===== config.mk =====
export PLATFORM = sky130hd
export DESIGN_NAME = npc_dist_lane
export DESIGN_NICKNAME = d
export VERILOG_FILES = /design/src/rtl/npc_pkg.sv /design/src/rtl/npc_dist_lane.sv
export SDC_FILE = /design/constraint.sdc
export NUM_CORES = 1
export LEC_CHECK = 0
export BUFFER_PORTS_ARGS = -buffer_cell sky130_fd_sc_hd__buf_2
export CAP_MARGIN = 20
export CORE_MARGIN = 2
export CORE_UTILIZATION = 40
export CTS_CLUSTER_DIAMETER = 150
export DETAILED_ROUTE_END_ITERATION = 10
export PLACE_DENSITY_LB_ADDON = 0.2
export SETUP_SLACK_MARGIN = 0.02
export SYNTH_ARGS = -nofsm -noshare
export SYNTH_HDL_FRONTEND = slang
export SYNTH_SLANG_ARGS = --single-unit

===== constraint.sdc =====
create_clock -name clk -period 8 [get_ports clk]
set_input_delay 0.4 -clock clk [delete_from_list [all_inputs] [get_ports clk]]
set_output_delay 0.4 -clock clk [all_outputs]
set_load 0.02 [all_outputs]

===== src/rtl/npc_pkg.sv =====
// ----------------------------------------------------------------------------
// npc_pkg: shared types, constants and helpers for the nearest palette color unit
// Holds the pixel and candidate types, the 64-entry palette ROM and the
// compare helpers for the minimum tree.
// ----------------------------------------------------------------------------
package npc_pkg;

    localparam int CHAN_W   = 8;
    localparam int PAL_SIZE = 64;
    localparam int IDX_W    = $clog2(PAL_SIZE);
    localparam int SQ_W     = 2 * CHAN_W;
    // 3 * 255 * 255 = 195075 fits in 18 bits
    localparam int DIST_W   = SQ_W + 2;

    typedef struct packed {
        logic [CHAN_W-1:0] red;
        logic [CHAN_W-1:0] green;
        logic [CHAN_W-1:0] blue;
    } pixel_t;

    typedef struct packed {
        logic [DIST_W-1:0] sq_dist;
        logic [IDX_W-1:0]  idx;
    } cand_t;

    // palette ROM, each entry as red, green, blue
    localparam pixel_t PALETTE [PAL_SIZE] = '{
        {8'd117, 8'd117, 8'd117}, {8'd39,  8'd27,  8'd143}, {8'd0,   8'd0,   8'd171},
        {8'd71,  8'd0,   8'd159}, {8'd143, 8'd0,   8'd119}, {8'd171, 8'd0,   8'd19},
        {8'd167, 8'd0,   8'd0},   {8'd127, 8'd11,  8'd0},   {8'd67,  8'd47,  8'd0},
        {8'd0,   8'd71,  8'd0},   {8'd0,   8'd81,  8'd0},   {8'd0,   8'd63,  8'd23},
        {8'd27,  8'd63,  8'd95},  {8'd0,   8'd0,   8'd0},   {8'd0,   8'd0,   8'd0},
        {8'd0,   8'd0,   8'd0},
        {8'd188, 8'd188, 8'd188}, {8'd0,   8'd115, 8'd239}, {8'd35,  8'd59,  8'd239},
        {8'd131, 8'd0,   8'd243}, {8'd191, 8'd0,   8'd191}, {8'd231, 8'd0,   8'd91},
        {8'd219, 8'd43,  8'd0},   {8'd203, 8'd79,  8'd15},  {8'd139, 8'd115, 8'd0},
        {8'd0,   8'd151, 8'd0},   {8'd0,   8'd171, 8'd0},   {8'd0,   8'd147, 8'd59},
        {8'd0,   8'd131, 8'd139}, {8'd0,   8'd0,   8'd0},   {8'd0,   8'd0,   8'd0},
        {8'd0,   8'd0,   8'd0},
        {8'd255, 8'd255, 8'd255}, {8'd63,  8'd191, 8'd255}, {8'd95,  8'd115, 8'd255},
        {8'd167, 8'd139, 8'd253}, {8'd247, 8'd123, 8'd255}, {8'd255, 8'd119, 8'd183},
        {8'd255, 8'd119, 8'd99},  {8'd255, 8'd155, 8'd59},  {8'd243, 8'd191, 8'd63},
        {8'd131, 8'd211, 8'd19},  {8'd79,  8'd223, 8'd75},  {8'd88,  8'd248, 8'd152},
        {8'd0,   8'd235, 8'd219}, {8'd117, 8'd117, 8'd117}, {8'd0,   8'd0,   8'd0},
        {8'd0,   8'd0,   8'd0},
        {8'd255, 8'd255, 8'd255}, {8'd171, 8'd231, 8'd255}, {8'd199, 8'd215, 8'd255},
        {8'd215, 8'd203, 8'd255}, {8'd255, 8'd199, 8'd255}, {8'd255, 8'd199, 8'd219},
        {8'd255, 8'd191, 8'd179}, {8'd255, 8'd219, 8'd171}, {8'd255, 8'd231, 8'd163},
        {8'd227, 8'd255, 8'd163}, {8'd171, 8'd243, 8'd191}, {8'd179, 8'd255, 8'd207},
        {8'd159, 8'd255, 8'd243}, {8'd188, 8'd188, 8'd188}, {8'd0,   8'd0,   8'd0},
        {8'd0,   8'd0,   8'd0}
    };

    // a is the lower index: keep it unless b is strictly closer
    function automatic cand_t min2(input cand_t a, input cand_t b);
        return (b.sq_dist < a.sq_dist) ? b : a;
    endfunction

    // inputs in ascending index order
    function automatic cand_t min4(input cand_t a, input cand_t b,
                                   input cand_t c, input cand_t d);
        return min2(min2(a, b), min2(c, d));
    endfunction

endpackage


===== src/rtl/npc_dist_lane.sv =====
// ----------------------------------------------------------------------------
// npc_dist_lane: squared distance from one pixel to one palette entry
// Three register stages: absolute channel differences, squares, sum.
// ----------------------------------------------------------------------------
module npc_dist_lane
(
    input  logic                       clk,
    input  logic                       en,
    input  npc_pkg::pixel_t            pixel,
    input  npc_pkg::pixel_t            entry,
    output logic [npc_pkg::DIST_W-1:0] sq_dist
);

    logic [npc_pkg::CHAN_W-1:0] dr_reg, dg_reg, db_reg;
    logic [npc_pkg::CHAN_W-1:0] dr_next, dg_next, db_next;
    logic [npc_pkg::SQ_W-1:0]   sr_reg, sg_reg, sb_reg;
    logic [npc_pkg::DIST_W-1:0] sum_reg;

    always_comb
    begin
        dr_next = (pixel.red > entry.red) ? pixel.red - entry.red : entry.red - pixel.red;
        dg_next = (pixel.green > entry.green) ? pixel.green - entry.green
                                              : entry.green - pixel.green;
        db_next = (pixel.blue > entry.blue) ? pixel.blue - entry.blue
                                            : entry.blue - pixel.blue;
    end

    // payload only, held while the pipe is stalled
    always_ff @(posedge clk)
    begin
        if (en)
        begin
            dr_reg  <= dr_next;
            dg_reg  <= dg_next;
            db_reg  <= db_next;
            sr_reg  <= npc_pkg::SQ_W'(dr_reg) * npc_pkg::SQ_W'(dr_reg);
            sg_reg  <= npc_pkg::SQ_W'(dg_reg) * npc_pkg::SQ_W'(dg_reg);
            sb_reg  <= npc_pkg::SQ_W'(db_reg) * npc_pkg::SQ_W'(db_reg);
            sum_reg <= npc_pkg::DIST_W'(sr_reg) + npc_pkg::DIST_W'(sg_reg)
                     + npc_pkg::DIST_W'(sb_reg);
        end
    end

    assign sq_dist = sum_reg;

endmodule


# --- After elaboration in Yosys (flattened, before gate mapping) ---
# Cells that the tools add are included.
totals:
  reg_bits: 90
  in_bits: 50
  out_inout_bits: 18
  wordCells: 24
classes:
  add_sub_neg: 8
  mul: 3
  magnitude_cmp: 3
  mux: 3
op_table:
  columns: ["op", "count"]
  rows:
  - ["multiplier 8 x 8 -> 16 bit", 3]
  - ["subtractor 8 bit", 6]
  - ["> comparator 8 bit", 3]
  - ["2-to-1 mux 8 bit", 3]
  - ["adder 17 x 16 -> 18 bit", 1]
  - ["adder 16 x 16 -> 17 bit", 1]

# --- Longest topological paths before layout ---
depth:
  word_depth: 2
  mapped_depth: 17
  ltp_nobuf: 16

# --- Worst setup path after synthesis ---
# No wires, ideal clock.
synth_timing:
  path_type: "reg-to-reg"
  from: "reg dr_reg[2] (netlist name)"
  to: "reg sr_reg[13] (netlist name), data pin"
  t_arrival_ns: 4.173
  required_time_ns: 7.741
  setup_slack_ns: 3.568
  stages_incl_launch_ff: 15
  path_buffers: 1
  cell_sequence: "edfxtp_1 > clkbuf_1 > and2_1 > fa_1 > fa_1 > inv_1 > fa_1 > fa_1 > inv_1 > ha_1 > o21a_1 > a2111o_1 > a31o_1 > a21oi_2 > xnor2_1"
synth_via:
  elab_chain_len: 1
synth_lines:
  columns: ["element", "line_no", "rtl"]
  rows:
  - ["start: declaration", "npc_dist_lane.sv:14", "logic [npc_pkg::CHAN_W-1:0] dr_reg, dg_reg, db_reg;"]
  - ["start signal: assignment", "npc_dist_lane.sv:33", "dr_reg <= dr_next;"]
  - ["multiplier 8 x 8 -> 16 bit", "npc_dist_lane.sv:36", "sr_reg <= npc_pkg::SQ_W'(dr_reg) * npc_pkg::SQ_W'(dr_reg);"]
  - ["end signal: assignment", "npc_dist_lane.sv:36", null]
  - ["end: declaration", "npc_dist_lane.sv:16", "logic [npc_pkg::SQ_W-1:0] sr_reg, sg_reg, sb_reg;"]
# Every way passes these cells.
# A chain may end at the register's enable or synchronous reset.

# --- Final worst setup path ---
layout_timing:
  from: "reg dr_reg[5] (netlist name)"
  to: "reg sr_reg[13] (netlist name), data pin"
# Same word-level chain as after synthesis.

==> results by group <==
Cells and area
  • Number of fill cells: 2496
  • Final-stage net count: 1382
  • End-of-flow core utilization: 0.4415
  • Growth of design area from synthesis to finish: 9.330%
  • Max FFs per register: 18
  • Final design instance area without fill: 11410 um^2
  • Antenna cell count: 0
  • Layout cells sized above 1: 0.09808

Clocking
  • Clock sink count: 87
  • Clock root buffer: clkbuf_16
  • TritonCTS clock tree: yes
  • Clock latency on the worst-skew pair: 340 ps
  • Clock transition time at the flip-flop clock pins of the worst setup and hold paths: 60 ps
  • H-Tree Depth: 3
  • Number of hold buffers added after cts: 0
  • Post-cts repair resize count: 0
  • Buffers inserted by post-CTS timing repair: 0
  • Number of buffers added by the clock tree synthesis step: 9
  • Number of buffers on the longest clock path: 2

Timing
  • Setup tns final: 0 ps
  • Slew headroom: 0.6616
  • Number of endpoints failing setup at the final stage: 0
  • Hold Fails Final Rpt: 0
  • Final worst path period share: 0.5687
  • RSZ-0062 raised after global routing: no
  • FMAX: 219.8 MHz
  • Worst Clk Skew: 6.410 ps
  • Max-slew violation count: 0
  • Final period demand of the worst path: 4550 ps
  • Worst hold slack: 445.9 ps
  • Tightest Pin Transition: 507.6 ps

Synthesis
  • Post-synth cell types: 56
  • Proportion of register bits with asynchronous set or reset after synthesis: 0
  • Average instance area after synthesis: 10.25 um^2
  • Area share of the largest cell type after synthesis: 0.2504
  • Cell types occupying the most area after synthesis: edfxtp_1, fa_1, ha_1
  • Sequential share of the synthesized area: 0.2504
  • Most common library cells after synthesis: inv_1, ha_1, fa_1
  • Cell with the most instances after synthesis: inv_1
  • Top cell type by total area after synthesis: edfxtp_1
  • Number of synthesized register bits: 87
  • Number of synthesized flops with an enable pin: 87
  • Number of instances in the synthesized netlist: 1018
  • Syn. warnings: 0
  • Primary FF master, synth: edfxtp_1
  • Cell Area, Synth: 10430 um^2

Critical path
  • Crit path kind: flip-flop to flip-flop
  • Largest stage delay, worst path: 540 ps
  • Worst path cell trace: inv_1 > nor2_1 > fa_1 > fa_1 > inv_1 > fa_1 > fa_1 > inv_1 > ha_1 > o21a_1 > a2111o_1 > a31o_1 > a21oi_2 > xnor2_1
  • Maximum fanout encountered on the critical timing path: 8
  • Crit start category: flip-flop
  • Kind of cell adding the most delay to the critical path: adder cells
  • Crit path buffers/inverters: 3
  • Critical path required time: 8090 ps
  • Max stage delay cell, worst path: fa_1
  • Data arrival time of the critical path: 4640 ps
  • Category of the worst setup path capture point: flip-flop
  • Setup crit start: dr_reg[5]$_DFFE_PP_
  • CP most frequent cell: fa_1
  • FF-to-FF Start: dr_reg[5]$_DFFE_PP_

Drt
  • Number of nets with antenna violations after detailed routing: 0
  • Residual DRC: 0
  • Average wire length per cell after detail routing: 12.98 um
  • Number of detailed-routing iterations run before antenna repair: 4
  • Routed wire length: 18510 um
  • DRC marker count from the first detailed-route iteration: 326
  • Post-DR vias/cell: 4.778
  • Detailed-route via count: 6813

GRT
  • Final global-route overflow total: 0
  • GRT Resource Usage Total: 0.1463
  • Initial antenna violation count: 0
  • Global-route wire length before repair: 31890 um
  • Number of global-route vias before repair: 6785
  • Largest net degree at the start of global routing: 88

Worst hold path
  • Worst min-delay path startpoint: en
  • Class of the tightest hold or removal check: input pin to flip-flop

Die
  • Number of ports placed on the die boundary: 68
  • Starting density of the core: 0.4038
  • Count of standard-cell rows: 59
  • Placeable Area: 25840 um^2
  • Die X: 165.5 um
  • Die extent in y: 165.5 um
  • Total die area: 27390 um^2

Place
  • Sum of net half-perimeters after detailed placement: 15510 um
  • Final Wtd Congestion: 0.8145
  • Post-placement cell area: 11130 um^2
  • Count of input and output buffers: 67

Run
  • MaxCap Viol Count: 0

Run status
  • Outcome: completed
per-stage QoR:
stage / worst slack (ps) / std cells
6_report: 3450 / 1426
5_1_grt: 3128 / 1426
4_1_cts: 3423 / 1425
3_5_place_dp: 3437 / 1410
3_3_place_gp: 3514 / 1410
2_1_floorplan: 3568 / 1020
worst reg2reg max path, stage by stage (launching register included):
cell and delay [ps]:
edfxtp_1 470, inv_1 150, nor2_1 220, fa_1 470, fa_1 540, inv_1 50, fa_1 500, fa_1 540
inv_1 40, ha_1 300, o21a_1 150, a2111o_1 430, a31o_1 230, a21oi_2 140, xnor2_1 70
logic make-up after synthesis:
group / count (synthesis) / synth area share
buf+inv: 200 / 0.07411
mux: 24 / 0.02302
xor+xnor: 79 / 0.06631
other cells: 1 / 0.0003594
simple gates: 214 / 0.1107
compound gates: 168 / 0.1115
flops: 87 / 0.2504
fa+ha+maj: 245 / 0.3636
final cells by class:
type	count	area, um^2	share of cell area
clock buffer	13	240.2	0.02106
multi-input combinational	733	7056	0.6185
inverter	188	705.7	0.06186
clock inverter	2	8.758	0.0007678
sequential	87	2613	0.2290
timing repair buffer	68	365.4	0.03203
tap	335	419.2	0.03674
cell usage in the layout (no fill, tap or decap), drive strengths merged, types with 7 or more instances in the layout:
| master | Yosys | final |
|---|---|---|
| nand2b | 13 | 13 |
| clkbuf | 9 | 13 |
| o21ai | 34 | 34 |
| edfxtp | 87 | 87 |
| or2 | 8 | 8 |
| nor2b | 18 | 18 |
| fa | 97 | 97 |
| a211oi | 13 | 13 |
| a21o | 16 | 16 |
| nor2 | 35 | 35 |
| xor2 | 31 | 31 |
| a221oi | 8 | 8 |
| nand3 | 7 | 7 |
| a21oi | 51 | 51 |
| buf | 3 | 68 |
| inv | 188 | 188 |
| mux2i | 24 | 24 |
| and2 | 73 | 73 |
| nand2 | 37 | 37 |
| o21bai | 7 | 7 |
| xnor2 | 48 | 48 |
| and3 | 8 | 8 |
| ha | 148 | 148 |
worst paths after layout:
kind	endpoint	slack [ps]	cells after the start
min reg2reg	sr_reg[0]$_DFFE_PP_	670	0
min	sq_dist[2]$_DFFE_PP_	450	1
max reg2reg	sr_reg[13]$_DFFE_PP_	3450	14
max	sr_reg[13]$_DFFE_PP_	3450	14
layer usage:
metal,share of wire,GRT usage,wire [um],vias to the layer above
li1,-,-,-,3521
met1,0.50,0.2017,9299,3201
met2,0.47,0.2476,8620,81
met3,0.023,0.01923,431,10
met4,0.0084,0.02939,155,0
met5,0,0,0,-
Power is not shown: default switching activity piles up to over one toggle a cycle in this logic, so the estimate is an artifact.
